File: src/tfr_pkg.sv
`default_nettype none
package tfr_pkg;

	// request codes
	typedef enum logic [1:0] {
		REQ_ENQ = 2'd0,
		REQ_DEQ = 2'd1,
		REQ_REM = 2'd2,
		REQ_CLR = 2'd3
	} req_t;

	// result status codes
	typedef enum logic [1:0] {
		ST_OK    = 2'd0,
		ST_FULL  = 2'd1,
		ST_EMPTY = 2'd2
	} status_t;

	localparam int unsigned PAYLOAD_W = 64;
	localparam int unsigned TAG_W     = 32;
	localparam int unsigned COUNT_W   = 5;

	// contents of one queue slot
	typedef struct packed {
		logic                 valid;
		logic [PAYLOAD_W-1:0] payload;
		logic [TAG_W-1:0]     tag;
	} slot_t;

	// request broadcast to every cell
	typedef struct packed {
		logic                 go;
		req_t                 op;
		logic [PAYLOAD_W-1:0] payload;
		logic [TAG_W-1:0]     new_tag;
		logic [TAG_W-1:0]     want;
	} cell_ctrl_t;

endpackage
`default_nettype wire

File: src/tagged_fifo_with_remove.sv
// Ordered queue of QUEUE_DEPTH tagged 64-bit entries.
// Input channel (in_valid / in_stall) carries req_type, payload_in and tag_in:
// enqueue appends payload_in and returns a fresh tag from a wrapping 32-bit
// counter, dequeue pops the oldest entry, remove deletes the oldest entry
// whose tag equals tag_in and closes the gap, clear empties the queue.
// Every request gives one result on the output channel (out_valid /
// out_stall): status, payload_out, tag_out and entry_count after the request.
// The slots form a chain of cells that compare all tags at once and shift
// toward the head together, so a result appears in the output register the
// cycle after the transfer, and one request per cycle is sustained while the
// output is taken.
// The output register holds its result while out_stall is high; in that time
// in_stall is raised and no new request is taken.
// Reset empties the queue, zeroes the tag counter and drops any pending
// result; slot contents are not cleared, only their valid bits.
`default_nettype none
module tagged_fifo_with_remove #(
	parameter int unsigned QUEUE_DEPTH = 16
) (
	input  wire        clk,
	input  wire        arst_n,
	input  wire        in_valid,
	output logic       in_stall,
	input  wire [1:0]  req_type,
	input  wire [63:0] payload_in,
	input  wire [31:0] tag_in,
	output logic       out_valid,
	input  wire        out_stall,
	output logic [1:0] status,
	output logic [63:0] payload_out,
	output logic [31:0] tag_out,
	output logic [4:0] entry_count
);

	localparam int unsigned CW = $clog2(QUEUE_DEPTH + 1);

	tfr_pkg::slot_t        slots [QUEUE_DEPTH+1];
	logic [QUEUE_DEPTH:0]  hits;
	tfr_pkg::cell_ctrl_t   ctrl;
	tfr_pkg::req_t         op;
	logic                  accept;
	logic [CW-1:0]         count_q;
	logic [CW-1:0]         count_d;
	logic [31:0]           next_tag_q;
	logic                  full;
	logic                  empty;
	logic                  found;
	logic [CW+4:0]         count_ext;
	tfr_pkg::status_t      status_d;
	logic [63:0]           payload_d;
	logic [31:0]           tag_d;
	logic                  out_valid_q;
	logic [1:0]            status_q;
	logic [63:0]           payload_q;
	logic [31:0]           tag_q;
	logic [4:0]            count_out_q;

	assign op       = tfr_pkg::req_t'(req_type);
	assign in_stall = out_valid_q && out_stall;
	assign accept   = in_valid && !in_stall;

	assign full  = (count_q == CW'(QUEUE_DEPTH));
	assign empty = (count_q == '0);
	assign found = hits[QUEUE_DEPTH];

	// request broadcast
	assign ctrl.go      = accept;
	assign ctrl.op      = op;
	assign ctrl.payload = payload_in;
	assign ctrl.new_tag = next_tag_q;
	assign ctrl.want    = tag_in;

	// cell chain, slot 0 is the head
	assign hits[0]            = 1'b0;
	assign slots[QUEUE_DEPTH] = '0;

	for (genvar i = 0; i < QUEUE_DEPTH; i++) begin : g_cell
		logic prv_valid;
		if (i == 0) begin : g_head
			assign prv_valid = 1'b1;
		end else begin : g_body
			assign prv_valid = slots[i-1].valid;
		end
		tfr_cell u_cell (
			.clk       (clk),
			.arst_n    (arst_n),
			.ctrl      (ctrl),
			.prv_valid (prv_valid),
			.nxt       (slots[i+1]),
			.hit_in    (hits[i]),
			.cur       (slots[i]),
			.hit_out   (hits[i+1])
		);
	end

	// result and count update
	always_comb begin
		status_d  = tfr_pkg::ST_OK;
		payload_d = '0;
		tag_d     = '0;
		count_d   = count_q;
		unique case (op)
			tfr_pkg::REQ_ENQ: begin
				if (full) begin
					status_d = tfr_pkg::ST_FULL;
				end else begin
					tag_d   = next_tag_q;
					count_d = count_q + CW'(1);
				end
			end
			tfr_pkg::REQ_DEQ: begin
				if (empty) begin
					status_d = tfr_pkg::ST_EMPTY;
				end else begin
					payload_d = slots[0].payload;
					count_d   = count_q - CW'(1);
				end
			end
			tfr_pkg::REQ_REM: begin
				if (found)
					count_d = count_q - CW'(1);
				else
					status_d = tfr_pkg::ST_EMPTY;
			end
			tfr_pkg::REQ_CLR: begin
				count_d = '0;
			end
			default: begin
			end
		endcase
	end

	assign count_ext = {5'd0, count_d};

	// queue control state
	always_ff @(posedge clk or negedge arst_n) begin
		if (!arst_n) begin
			count_q    <= '0;
			next_tag_q <= '0;
		end else if (accept) begin
			count_q <= count_d;
			if (op == tfr_pkg::REQ_ENQ && !full)
				next_tag_q <= next_tag_q + 32'd1;
		end
	end

	// output register valid
	always_ff @(posedge clk or negedge arst_n) begin
		if (!arst_n)
			out_valid_q <= 1'b0;
		else if (accept)
			out_valid_q <= 1'b1;
		else if (!out_stall)
			out_valid_q <= 1'b0;
	end

	// output register payload
	always_ff @(posedge clk) begin
		if (accept) begin
			status_q    <= status_d;
			payload_q   <= payload_d;
			tag_q       <= tag_d;
			count_out_q <= count_ext[4:0];
		end
	end

	assign out_valid   = out_valid_q;
	assign status      = status_q;
	assign payload_out = payload_q;
	assign tag_out     = tag_q;
	assign entry_count = count_out_q;

endmodule
`default_nettype wire

File: src/tfr_cell.sv
`default_nettype none
module tfr_cell (
	input  wire                 clk,
	input  wire                 arst_n,
	input  tfr_pkg::cell_ctrl_t ctrl,
	input  wire                 prv_valid,
	input  tfr_pkg::slot_t      nxt,
	input  wire                 hit_in,
	output tfr_pkg::slot_t      cur,
	output logic                hit_out
);

	logic                          valid_q;
	logic [tfr_pkg::PAYLOAD_W-1:0] payload_q;
	logic [tfr_pkg::TAG_W-1:0]     tag_q;
	logic                          load;
	logic                          shift;
	logic                          valid_d;

	assign cur.valid   = valid_q;
	assign cur.payload = payload_q;
	assign cur.tag     = tag_q;

	// oldest-match chain: a hit here or below shifts this slot on remove
	assign hit_out = hit_in | (valid_q && (tag_q == ctrl.want));

	// slot action for the broadcast request
	always_comb begin
		load    = 1'b0;
		shift   = 1'b0;
		valid_d = valid_q;
		if (ctrl.go) begin
			unique case (ctrl.op)
				tfr_pkg::REQ_ENQ: begin
					load = !valid_q && prv_valid;
				end
				tfr_pkg::REQ_DEQ: begin
					shift = 1'b1;
				end
				tfr_pkg::REQ_REM: begin
					shift = hit_out;
				end
				tfr_pkg::REQ_CLR: begin
					valid_d = 1'b0;
				end
				default: begin
				end
			endcase
			if (load)
				valid_d = 1'b1;
			else if (shift)
				valid_d = nxt.valid;
		end
	end

	always_ff @(posedge clk or negedge arst_n) begin
		if (!arst_n)
			valid_q <= 1'b0;
		else
			valid_q <= valid_d;
	end

	// slot contents, no reset needed
	always_ff @(posedge clk) begin
		if (load) begin
			payload_q <= ctrl.payload;
			tag_q     <= ctrl.new_tag;
		end else if (shift) begin
			payload_q <= nxt.payload;
			tag_q     <= nxt.tag;
		end
	end

endmodule
`default_nettype wire

File: config.mk
export PLATFORM = sky130hd
export DESIGN_NAME = tagged_fifo_with_remove
export DESIGN_NICKNAME = d
export VERILOG_FILES = /design/src/tfr_pkg.sv /design/src/tagged_fifo_with_remove.sv /design/src/tfr_cell.sv
export SDC_FILE = /design/constraint.sdc
export NUM_CORES = 2
export LEC_CHECK = 0
export BUFFER_PORTS_ARGS = -buffer_cell sky130_fd_sc_hd__buf_2
export CAP_MARGIN = 20
export CORE_ASPECT_RATIO = 1.25
export CORE_UTILIZATION = 63
export DETAILED_ROUTE_END_ITERATION = 10
export PLACE_DENSITY_LB_ADDON = 0.15
export SLEW_MARGIN = 20
export SYNTH_ARGS = -nofsm -noshare
export SYNTH_HDL_FRONTEND = slang
export SYNTH_SLANG_ARGS = --single-unit
File: constraint.sdc
create_clock -name clk -period 10.25 [get_ports clk]
set_input_delay 2.05 -clock clk [delete_from_list [all_inputs] [get_ports clk]]
set_output_delay 2.05 -clock clk [all_outputs]
set_load 0.005 [all_outputs]
==> flow_summary_export.csv <==
group,metric,value,unit
cells_and_area,stdcell_count,6535,
power,total_power,15.3,mW
timing,setup_ws,3.24,ns
grt,grt_pass1_wl,308000,µm
logic_synthesis,synth-compound-area-share,0.789,%
critical_path,r2r_slack,4.53,ns
critical_path,crit_fanout,59,
critical_path,setup.worst_path.start_class,"primary input",
clock_network,numCtsBuffers,164,
clock_network,post_cts_resized,0,
job,maxCapViolations,0,
timing,setup_tns,0,ns
cells_and_area,fill_cells,8066,
die,die_h,394,µm
clock_network,hold_buffers,0,
die,core_area,122000,µm²
routing,wl,215000,µm
critical_path,end_kind,"flip-flop",
critical_path,rr_worst_depth,10,
logic_synthesis,muxShareOfSynthArea,21.0,%
critical_path,arrival,7.40,ns
hold_path,min_from,"g_cell[0].u_cell.payload_q[3]$_DFFE_PP_",
logic_synthesis,synth-xor-area-share,6.15,%
hold_path,hold_path_end,"payload_out[3]$_SDFFCE_PP0P_",
logic_synthesis,ys_ff_latch,1693,
timing,layout_worst_path_cycle_share,68.3,%
routing,ant_nets,0,
logic_synthesis,synth_simple_gate_area_share,4.24,%
clock_network,htreeDepth,4,
critical_path,critical_path_class,"primary input to flip-flop",
routing,dr_total_vias,41600,
clock_network,cts_tree,"yes",
logic_synthesis,synth_ff_type,"edfxtp_1",
routing,via_per_inst,6.37,
timing,rsz0062_at_grt,"false",
logic_synthesis,synthArstFlopShare,3.19,%
timing,max_slew_margin,22.2,%
die,dieArea,124000,µm²
grt,first_global_vias,42500,
place,hpwlAfterDp,135000,µm
die,start_util,63.6,%
grt,gr-total-overflow,0,
timing,fmax,0.143,GHz
routing,drc,0,
clock_network,clockBufferDepth,3,
logic_synthesis,synth_cell_type_count,66,
routing,dr.pass1.iters,5,
critical_path,rr_startpoint,"g_cell[3].u_cell.tag_q[2]$_DFFE_PP_",
power,p_per_area,180,nW/µm²
clock_network,cts.clk_slew.worst_paths,0.06,ns
timing,slew_violations,0,
status,outcome,"completed",
die,io_pins,207,
logic_synthesis,synth_area_per_cell,16.3,µm²
cells_and_area,post-route-util,69.6,%
logic_synthesis,yosys.area_share.adder,0.145,%
critical_path,worstPathRequired,10.65,ns
grt,antenna_found_initial,12,
die,die_w,316,µm
die,row_count,143,
clock_network,insertion_delay,0.80,ns
timing,finalClockSkew,0.0294,ns
timing,setup_viol,0,
power,p_leak,28.1,nW
logic_synthesis,syn_inst,4747,
place,place_congestion,0.935,
timing,finalCriticalPeriod,7.01,ns
power,peakVddDrop,0.165,mV
cells_and_area,drive_above_1_share,40.4,%
hold_path,min_path_cells,1,
clock_network,root_buffer,"clkbuf_16",
place,placedCellCount,6237,
place,io_buffers,206,
clock_network,cts_sinks,1693,
clock_network,cts_setup_buffers,0,
logic_synthesis,synth_top_family_by_area,"multiplexers",
grt,grt_max_degree,99,
place,place_ws,2.68,ns
logic_synthesis,synth-edff-count,1639,
logic_synthesis,ys.warnings.count,0,
critical_path,r2r-end,"g_cell[11].u_cell.tag_q[28]$_DFFE_PP_",
timing,max_slew.worst_pin.slew,1.17,ns
routing,drt_iter0_drc,3702,
timing,final_hold_viol_count,0,
logic_synthesis,ys_seq_area_share,65.2,%
routing,routedWlPerCell,32.9,µm
cells_and_area,fin_nets,4923,
hold_path,min-delay-path-class,"flip-flop to flip-flop",
logic_synthesis,synth_nets,4858,
logic_synthesis,syn_area,77500,µm²
cells_and_area,area.growth.synth_to_final,9.33,%
grt,gr-usage-all-layers,35.2,%
[layout make-up]
class,instances,area (µm²),share of cell area [%]
flip-flops and latches,1693,50600,59.7
multi-input cells,2659,25300,29.9
clock buffers,222,4510,5.32
well taps,1595,2000,2.35
repair buffers,275,1640,1.94
clock inverters,67,626,0.738
inverters,19,76.3,0.0901
diodes,5,12.5,0.0148
[per-stage QoR]
| stage | area (µm²) | hold slack, ns |
|---|---|---|
| 2_1_floorplan | 77500 | 0.497 |
| 3_3_place_gp | 79500 | 0.500 |
| 3_5_place_dp | 79500 | 0.503 |
| 4_1_cts | 84600 | 0.518 |
| 5_1_grt | 84700 | 0.531 |
| 6_report | 84700 | 0.511 |
[flip-flops by register name (all words and copies together) (netlist names)]
signal	cells
next_tag_q	32
g_cell.u_cell.payload_q	1024
count_q	5
out_valid	1
status	2
g_cell.u_cell.valid_q	16
tag_out	32
entry_count	5
payload_out	64
g_cell.u_cell.tag_q	512
[per-layer routing]
layer  vias to the layer above  wire length, µm  track usage (%)
met5                         -               63                0
met4                        10            14500             21.7
met3                       476            12500             6.59
met2                      1572           108000             57.8
met1                     21600            80400             43.0
li1                      17900                -                -
[worst max path at each step]
| stage | start | depth (start not counted) | end | slack [ns] |
|---|---|---|---|---|
| final | tag_in[2] | 11 | g_cell[11].u_cell.tag_q[28]$_DFFE_PP_ | 3.24 |
| after global routing | tag_in[2] | 11 | g_cell[10].u_cell.payload_q[27]$_DFFE_PP_ | 3.17 |
| after CTS | tag_in[3] | 11 | g_cell[13].u_cell.tag_q[27]$_DFFE_PP_ | 3.51 |
| after detailed placement | tag_in[3] | 11 | g_cell[13].u_cell.tag_q[18]$_DFFE_PP_ | 2.68 |
| after global placement | tag_in[25] | 11 | g_cell[13].u_cell.tag_q[27]$_DFFE_PP_ | 2.69 |
| after floorplan | out_stall | 7 | g_cell[11].u_cell.payload_q[0]$_DFFE_PP_ | 1.33 |
[cells in the final DEF (no fill, tap or decap), types with 5 or more instances in the layout]
cell	Yosys	routed
buf_12	2	7
clkbuf_16	0	172
or4_1	7	7
buf_4	13	58
nor4_2	1	6
buf_2	7	206
or2_4	0	5
nor3_1	34	22
mux2i_1	5	5
nor3_2	0	12
bufinv_16	0	9
mux2_2	1439	1439
xnor2_1	182	180
o21ai_0	21	20
a21oi_1	30	29
nand2b_1	13	5
dfrtp_1	54	53
clkinv_1	1	23
nand3_1	35	35
xor2_2	1	5
inv_1	18	17
nor2_1	47	44
ha_1	9	9
and3_1	10	10
nand4_1	54	54
diode_2	0	5
nand2_1	58	57
and2_1	193	193
edfxtp_1	1639	1639
nand2b_4	0	8
clkbuf_1	286	48
xor2_1	360	356
a31oi_1	7	7
clkinv_2	0	26
nor4_1	89	84
[power breakdown]
group / switching, mW / internal (mW)
combinational: 0.756 / 0.450
sequential: 0.236 / 7.91
clock: 2.60 / 3.32
[cells by family (layout without fill, tap and decap cells)]
logic type / count (synthesis) / after routing
flops: 1693 / 1693
mux: 1444 / 1444
simple gates: 567 / 567
xor+xnor: 543 / 543
buf+inv: 395 / 583
compound gates: 96 / 96
fa+ha+maj: 9 / 9
other cells: 0 / 5
[worst max-delay path, cell delays in order]
cell	delay, ns
buf_2	0.33
xnor2_1	1.00
nand4_1	0.58
nor4_1	0.65
nand3_1	0.29
nand4_1	0.31
nor3_1	0.14
a41o_1	0.30
a21o_1	0.24
nand2b_4	0.47
buf_4	0.89
[synthesized netlist by cell type (all sizes together), types with 6 or more instances]
cell type  number  area share, %
nand3          35           0.23
a31oi           7          0.056
or2             6          0.048
clkbuf        286            1.4
buf            90           0.99
dfrtp          54            1.7
ha              9           0.15
xor2          361            4.1
nor4           91           0.76
o21ai          24           0.15
edfxtp       1639             63
nand2b         13           0.10
nor3           34           0.22
nand2          58           0.28
a21oi          30           0.19
xnor2         182            2.1
inv            18          0.087
mux2         1439             21
or4            10           0.11
and2          193            1.6
nand4          57           0.50
and3           10          0.081
nor2           47           0.23
Note: power is estimated with default switching activity, not from simulation.
